<file path="config.mk">
export PLATFORM = sky130hd
export DESIGN_NAME = fraction_adder_lcm_core
export DESIGN_NICKNAME = d
export VERILOG_FILES = /design/src/design/fal_pkg.sv /design/src/design/fal_datapath.sv /design/src/design/fal_ctrl.sv /design/src/design/fraction_adder_lcm_core.sv
export SDC_FILE = /design/constraint.sdc
export NUM_CORES = 2
export LEC_CHECK = 0
export BUFFER_PORTS_ARGS = -buffer_cell sky130_fd_sc_hd__buf_2
export CORE_ASPECT_RATIO = 1.2
export CORE_MARGIN = 4
export CORE_UTILIZATION = 53
export DETAILED_ROUTE_END_ITERATION = 10
export PLACE_DENSITY_LB_ADDON = 0.05
export SETUP_SLACK_MARGIN = 0.2
export SKIP_LAST_GASP = 1
export SYNTH_ARGS = -nofsm -noshare
export SYNTH_HDL_FRONTEND = slang
export SYNTH_HIERARCHICAL = 1
export SYNTH_SLANG_ARGS = --single-unit
</file>
<file path="constraint.sdc">
create_clock -name clk_i -period 16.44 [get_ports clk_i]
set_input_delay 1.644 -clock clk_i [delete_from_list [all_inputs] [get_ports clk_i]]
set_output_delay 1.644 -clock clk_i [all_outputs]
set_load 0.02 [all_outputs]
</file>
<file path="src/design/fal_pkg.sv">
package fal_pkg;

  localparam int unsigned OpW  = 16;
  localparam int unsigned SumW = 49;
  localparam int unsigned LcmW = 32;
  localparam int unsigned WhlW = 17;

  localparam logic [2:0] FORM_WHOLE    = 3'd0;
  localparam logic [2:0] FORM_SAME     = 3'd1;
  localparam logic [2:0] FORM_MIXED    = 3'd2;
  localparam logic [2:0] FORM_PROPER   = 3'd3;
  localparam logic [2:0] FORM_ZERO_DEN = 3'd4;

  typedef struct packed {
    logic [OpW-1:0] num_a;
    logic [OpW-1:0] den_a;
    logic [OpW-1:0] num_b;
    logic [OpW-1:0] den_b;
  } fal_in_t;

  typedef struct packed {
    logic [2:0]      form;
    logic [SumW-1:0] sum_numerator;
    logic [LcmW-1:0] common_denominator;
    logic [WhlW-1:0] whole_part;
    logic [LcmW-1:0] remainder_numerator;
  } fal_out_t;

  // datapath operations
  localparam logic [2:0] OP_LOAD  = 3'd0;
  localparam logic [2:0] OP_GSTEP = 3'd1;  // start gcd remainder division
  localparam logic [2:0] OP_LCM1  = 3'd2;  // start da / g
  localparam logic [2:0] OP_LCM2  = 3'd3;  // hold da / g, start db / g
  localparam logic [2:0] OP_MUL   = 3'd4;  // lcm and both scaled numerators
  localparam logic [2:0] OP_SUM   = 3'd5;
  localparam logic [2:0] OP_FDIV  = 3'd6;  // start sum / lcm
  localparam logic [2:0] OP_IDLE  = 3'd7;

  typedef struct packed {
    logic [2:0] op;
    logic       shift;  // advance divider one bit
    logic       gswap;  // x <= y, y <= remainder
    logic       fin;    // register the result
  } fal_cmd_t;

  typedef struct packed {
    logic zero_den;
    logic same_den;
    logic y_zero;
    logic div_done;
  } fal_sts_t;

endpackage

</file>
<file path="src/design/fal_datapath.sv">
module fal_datapath import fal_pkg::*; (
  input  logic     clk_i,
  input  fal_in_t  in_i,
  input  fal_cmd_t cmd_i,
  output fal_sts_t sts_o,
  output fal_out_t res_o
);

  logic [OpW-1:0]  na_q, da_q, nb_q, db_q, x_q, y_q, dg_q;
  logic [LcmW-1:0] lcm_q, pa_q, pb_q;
  logic [SumW-1:0] sum_q;
  // shared restoring divider, 49-bit dividend, 32-bit divisor
  logic [SumW-1:0] dq_q;
  logic [LcmW:0]   dr_q;
  logic [LcmW-1:0] dv_q;
  logic [5:0]      dc_q;
  logic [LcmW:0]   trial;
  logic [LcmW+1:0] diff;
  fal_out_t        res_q, res_d;

  assign trial = {dr_q[LcmW-1:0], dq_q[SumW-1]};
  assign diff  = {1'b0, trial} - {2'b0, dv_q};

  always_ff @(posedge clk_i) begin
    if (cmd_i.shift) begin
      dq_q <= {dq_q[SumW-2:0], ~diff[LcmW+1]};
      dr_q <= diff[LcmW+1] ? trial : diff[LcmW:0];
      dc_q <= dc_q - 6'd1;
    end
    case (cmd_i.op)
      OP_LOAD: begin
        na_q <= in_i.num_a; da_q <= in_i.den_a;
        nb_q <= in_i.num_b; db_q <= in_i.den_b;
        x_q <= in_i.den_a; y_q <= in_i.den_b;
      end
      OP_GSTEP: begin
        dq_q <= {x_q, {(SumW-OpW){1'b0}}}; dr_q <= '0;
        dv_q <= LcmW'(y_q); dc_q <= 6'(OpW);
      end
      OP_LCM1: begin
        dq_q <= {da_q, {(SumW-OpW){1'b0}}}; dr_q <= '0;
        dv_q <= LcmW'(x_q); dc_q <= 6'(OpW);
      end
      OP_LCM2: begin
        dg_q <= dq_q[OpW-1:0];
        dq_q <= {db_q, {(SumW-OpW){1'b0}}}; dr_q <= '0;
        dv_q <= LcmW'(x_q); dc_q <= 6'(OpW);
      end
      OP_MUL: begin
        // lcm/da = db/g (quotient in dq_q), lcm/db = da/g
        lcm_q <= LcmW'(dg_q) * LcmW'(db_q);
        pa_q  <= LcmW'(dq_q[OpW-1:0]) * LcmW'(na_q);
        pb_q  <= LcmW'(dg_q) * LcmW'(nb_q);
      end
      OP_SUM: begin
        sum_q <= SumW'(pa_q) + SumW'(pb_q);
      end
      OP_FDIV: begin
        dq_q <= sum_q; dr_q <= '0; dv_q <= lcm_q; dc_q <= 6'(SumW);
      end
      default: ;
    endcase
    if (cmd_i.gswap) begin
      x_q <= y_q; y_q <= dr_q[OpW-1:0];
    end
    if (cmd_i.fin) res_q <= res_d;
  end

  always_comb begin
    res_d = '0;
    if (sts_o.zero_den) res_d.form = FORM_ZERO_DEN;
    else if (sts_o.same_den) begin
      res_d.common_denominator = LcmW'(da_q);
      res_d.sum_numerator = SumW'(na_q) + SumW'(nb_q);
      if (res_d.sum_numerator == SumW'(da_q)) begin
        res_d.form = FORM_WHOLE; res_d.whole_part = WhlW'(1);
      end else res_d.form = FORM_SAME;
    end else begin
      res_d.common_denominator = lcm_q;
      res_d.sum_numerator = sum_q;
      if (dr_q == '0) begin
        res_d.form = FORM_WHOLE; res_d.whole_part = dq_q[WhlW-1:0];
      end else if (dq_q != '0) begin
        res_d.form = FORM_MIXED; res_d.whole_part = dq_q[WhlW-1:0];
        res_d.remainder_numerator = dr_q[LcmW-1:0];
      end else res_d.form = FORM_PROPER;
    end
  end

  assign sts_o.zero_den = (da_q == '0) || (db_q == '0);
  assign sts_o.same_den = da_q == db_q;
  assign sts_o.y_zero   = y_q == '0;
  assign sts_o.div_done = dc_q == 6'd0;
  assign res_o = res_q;
endmodule

</file>
<file path="src/design/fal_ctrl.sv">
module fal_ctrl import fal_pkg::*; (
  input  logic     clk_i,
  input  logic     rst_ni,
  input  logic     start_i,
  input  fal_sts_t sts_i,
  output fal_cmd_t cmd_o,
  output logic     busy_o,
  output logic     valid_o
);
  localparam logic [3:0] S_IDLE = 4'd0, S_CHK = 4'd1, S_GDIV = 4'd2, S_LDIV = 4'd3,
    S_LDIV2 = 4'd4, S_MUL = 4'd5, S_SUM = 4'd6, S_FDIV = 4'd7, S_OUT = 4'd8;
  logic [3:0] st_q, st_d;
  logic       v_q, v_d;

  always_comb begin
    st_d = st_q; v_d = 1'b0;
    cmd_o = '{op: OP_IDLE, shift: 1'b0, gswap: 1'b0, fin: 1'b0};
    case (st_q)
      S_IDLE: if (start_i) begin cmd_o.op = OP_LOAD; st_d = S_CHK; end
      S_CHK: begin
        if (sts_i.zero_den || sts_i.same_den) begin
          cmd_o.fin = 1'b1; st_d = S_OUT;
        end else if (sts_i.y_zero) begin
          cmd_o.op = OP_LCM1; st_d = S_LDIV;
        end else begin
          cmd_o.op = OP_GSTEP; st_d = S_GDIV;
        end
      end
      S_GDIV: if (sts_i.div_done) begin
        cmd_o.gswap = 1'b1; st_d = S_CHK;
      end else cmd_o.shift = 1'b1;
      S_LDIV: if (sts_i.div_done) begin
        cmd_o.op = OP_LCM2; st_d = S_LDIV2;
      end else cmd_o.shift = 1'b1;
      S_LDIV2: if (sts_i.div_done) begin
        cmd_o.op = OP_MUL; st_d = S_MUL;
      end else cmd_o.shift = 1'b1;
      S_MUL: begin cmd_o.op = OP_SUM; st_d = S_SUM; end
      S_SUM: begin cmd_o.op = OP_FDIV; st_d = S_FDIV; end
      S_FDIV: if (sts_i.div_done) begin
        cmd_o.fin = 1'b1; st_d = S_OUT;
      end else cmd_o.shift = 1'b1;
      S_OUT: begin v_d = 1'b1; st_d = S_IDLE; end
      default: st_d = S_IDLE;
    endcase
  end

  always_ff @(posedge clk_i or negedge rst_ni) begin
    if (!rst_ni) begin
      st_q <= S_IDLE; v_q <= 1'b0;
    end else begin
      st_q <= st_d; v_q <= v_d;
    end
  end
  assign busy_o  = st_q != S_IDLE;
  assign valid_o = v_q;
endmodule

</file>
<file path="src/design/fraction_adder_lcm_core.sv">
// Adds two fractions; raise start and hold it with the operands until busy is
// low at a clock edge. valid_o is high for one cycle with the result on result_o;
// the receiver cannot stall. One shared bit-serial divider does each Euclid step
// for the 16-bit denominators, then each of the two quotients by the GCD, then
// the final division. Zero or equal denominators skip the divider.
module fraction_adder_lcm_core import fal_pkg::*; (
  input  logic     clk_i,
  input  logic     rst_ni,
  input  logic     start,
  output logic     busy,
  input  fal_in_t  operands_i,
  output logic     valid_o,
  output fal_out_t result_o
);
  fal_cmd_t cmd;
  fal_sts_t sts;
  logic     st_go;
  assign st_go = start && !busy;

  fal_ctrl u_ctrl (.clk_i, .rst_ni, .start_i(st_go), .sts_i(sts), .cmd_o(cmd),
    .busy_o(busy), .valid_o);
  fal_datapath u_dp (.clk_i, .in_i(operands_i), .cmd_i(cmd), .sts_o(sts),
    .res_o(result_o));
endmodule
</file>
==> run_results.csv <==
group,metric,value,unit
global_routing,grt_overflow,0,
drt,drt_pre_antenna_iters,6,
cells_and_area,stdcell_area,0.0519,mm²
yosys,synth_top_cell_by_area,"edfxtp_1",
timing,setup_tns,0,ns
drt,viasPerCell,5.61,
timing,setup_viol,0,
flow_run,cap_violations,0,
floorplan,dieArea,0.0956,mm²
status,status,"finished, final reports clean",
drt,vias,33800,
worst_setup_path,critPathKind,"flop to flop",
cts,ctsResizeCount,0,
yosys,synth_flop_cell,"edfxtp_1",
worst_setup_path,reg2reg_from,"u_dp/dq_q[10]$_DFFE_PP_",
global_routing,antenna_found_initial,0,
cts,cts_sinks,483,
min_path,holdCritStartpoint,"u_dp/dr_q[25]$_SDFFE_PN0P_",
global_routing,grt_max_degree,72,
placed_design,port_buffers,185,
timing,finalMaxSlewViolations,0,
floorplan,rows,120,
cts,postCtsHoldBufs,0,
timing,period_needed,7.16,ns
floorplan,die-width,283,µm
worst_setup_path,r2r_end,"u_dp/pa_q[30]$_DFFE_PN_",
worst_setup_path,end_kind,"flop",
cts,path_clk_slew,0.07,ns
global_routing,grt.total_usage,0.286,
cts,clk_latency,0.67,ns
floorplan,io_pins,202,
yosys,syn_inst,4729,
cells_and_area,fillers,7896,
drt,ant_nets,0,
yosys,yosys.area.top_type_share,0.278,
min_path,hold_class,"flop to flop",
yosys,synth_most_common_cell,"inv_1",
yosys,ys_types,82,
cts,numCtsBuffers,54,
drt,remaining_drc_errors,0,
worst_setup_path,crit_fanout,20,
cells_and_area,drive_gt1_frac,0.0887,
worst_setup_path,worstSetupStartpointType,"flop",
cts,cts_tree,"built",
timing,worst_pin_slew,1.10,ns
yosys,synthesis.area,0.0481,mm²
worst_setup_path,critPathArrivalTime,7.58,ns
cells_and_area,fin_cells,6018,
cells_and_area,seqCellArea,0.0141,mm²
cells_and_area,nets,5858,
timing,rsz0062_at_grt,"false",
placed_design,dp_cells,5915,
timing,fin_crit_sh,0.436,
cells_and_area,syn_to_final_growth,7.92,%
drt,first_iter_violations,2203,
placed_design,placed_cell_area,0.0501,mm²
drt,wl_per_cell,22.2,µm
cts,htreeDepth,2,
yosys,async_flop_share,0.0104,
worst_setup_path,worstPathRequired,16.86,ns
worst_setup_path,rr_worst_depth,21,
floorplan,core_area,0.0896,mm²
global_routing,first_global_vias,35300,
cts,clock_path_buffers,3,
timing,slew_headroom,0.270,
timing,holdWs,0.563,ns
global_routing,grt_pass1_wl,208000,µm
placed_design,gp_congestion,0.900,
yosys,synth_warnings,6,
floorplan,initial_utilization,0.536,
floorplan,die_y,338,µm
yosys,synthTopCellsByCount,"inv_1 (757), fa_1 (585), nand2_1 (555)",
cts,cts_root_buf,"clkbuf_16",
yosys,synth.avg_cell_area,10.2,µm²
yosys,synthTopCellsByArea,"edfxtp_1 (28%), fa_1 (24%), ha_1 (10%), inv_1 (5.9%), and2_1 (5.6%)",
cells_and_area,multi_input_area,0.0302,mm²
timing,finalHoldViolCount,0,
min_path,min_path_cells,2,
worst_setup_path,reg2reg_slack,9.28,ns
yosys,seq_area_frac_synth,0.294,
yosys,synth_edf_count,445,
yosys,synth_seq_cells,483,
timing,fin_worst_skew,0.0625,ns
min_path,holdPathEnd,"u_dp/dr_q[25]$_SDFFE_PN0P_",
cts,post-cts-setup-buffers,0,
placed_design,hpwlAfterDp,99300,µm
drt,routed_wl,133000,µm
timing,max_freq,140,MHz
[worst max-delay path by stage]
stage                                 start                           to  slack, ns
finish              u_dp/dq_q[10]$_DFFE_PP_      u_dp/pa_q[30]$_DFFE_PN_       9.28
floorplan            u_dp/db_q[1]$_DFFE_PP_  u_dp/res_o[0]$_SDFFCE_PP0P_       4.75
global route        u_dp/dq_q[10]$_DFFE_PP_      u_dp/pa_q[30]$_DFFE_PN_       8.84
detailed placement  u_dp/dq_q[10]$_DFFE_PP_      u_dp/pa_q[30]$_DFFE_PN_       9.29
CTS                 u_dp/db_q[15]$_DFFE_PP_     u_dp/lcm_q[31]$_DFFE_PN_       9.25
global placement    u_dp/db_q[15]$_DFFE_PP_     u_dp/lcm_q[31]$_DFFE_PN_       9.27
[critical path, cell delays in order, from the launching register on]
cell,delay [ns]
edfxtp_1,0.92
nand2_1,0.18
fa_1,0.54
fa_1,0.55
inv_1,0.06
fa_1,0.50
inv_1,0.06
fa_1,0.53
inv_1,0.05
fa_1,0.48
inv_1,0.06
fa_1,0.48
inv_1,0.04
ha_1,0.33
a21oi_1,0.19
o31ai_1,0.17
a31oi_1,0.35
o21ai_1,0.16
o41ai_2,0.37
o21ai_1,0.17
o311a_1,0.34
a311o_1,0.35
[cells in the final DEF (no fill, tap or decap), types with 9 or more instances in the layout]
cell type and n:
fa_1 585, and2_1 430, xnor2_1 125, nand2_1 554, nand2b_1 18, dfxtp_1 33, o211ai_1 11, a22oi_1 33
o21ai_1 12, buf_4 74, nand4_1 25, and3_1 37, a31oi_1 13, ha_1 394, nor2_1 153, xor2_1 54
or3_1 9, buf_2 185, conb_1 16, nor4_1 36, o21ai_0 117, clkbuf_1 12, a22o_1 35, nor2b_1 24
edfxtp_1 445, a21o_1 66, mux2i_1 39, mux2_2 48, o21a_1 28, o21bai_1 17, nand3_1 34, nor3_1 29
a211oi_1 27, or2_2 10, a21oi_1 155, inv_1 755, clkbuf_16 54
[registers in the layout, summed over array words and instances, names as in the netlist, 32 cells and up]
name        flops
u_dp/pb_q      32
u_dp/dr_q      33
u_dp/pa_q      32
u_dp/dq_q      49
u_dp/dv_q      32
u_dp/sum_q     33
u_dp/res_o    117
u_dp/lcm_q     32
[layout make-up]
| class | count | area share |
|---|---|---|
| clock inverter | 32 | 0.00639 |
| multi-input combinational | 3257 | 0.581 |
| tap | 1159 | 0.0280 |
| inverter | 757 | 0.0548 |
| sequential | 483 | 0.273 |
| antenna | 1 | 0.0000482 |
| clock buffer | 70 | 0.0280 |
| timing repair buffer | 259 | 0.0286 |
[layer usage]
layer | wire length (µm) | vias to the layer above | global-route usage
li1 | - | 15500 | -
met1 | 54600 | 17000 | 0.370
met2 | 66800 | 989 | 0.503
met3 | 7230 | 235 | 0.0371
met4 | 4630 | 0 | 0.0881
met5 | 0 | - | 0
[kinds of logic after synthesis]
family / synth area share
AND/OR/NAND/NOR: 0.145
AO/OA/AOI/OAI: 0.0822
multiplexers: 0.0194
XOR/XNOR: 0.0326
adder cells (fa/ha/maj): 0.346
other: 0.0000780
buffers and inverters: 0.0804
flip-flops: 0.294
[per-stage QoR]
stage	setup WS, ns	util
floorplan	4.75	-
global placement	9.27	0.559
detailed placement	9.29	0.559
CTS	9.25	0.579
global route	8.84	0.579
finish	9.28	0.579
Power is not shown: default switching activity piles up to over one toggle a cycle in this logic, so the estimate is an artifact.
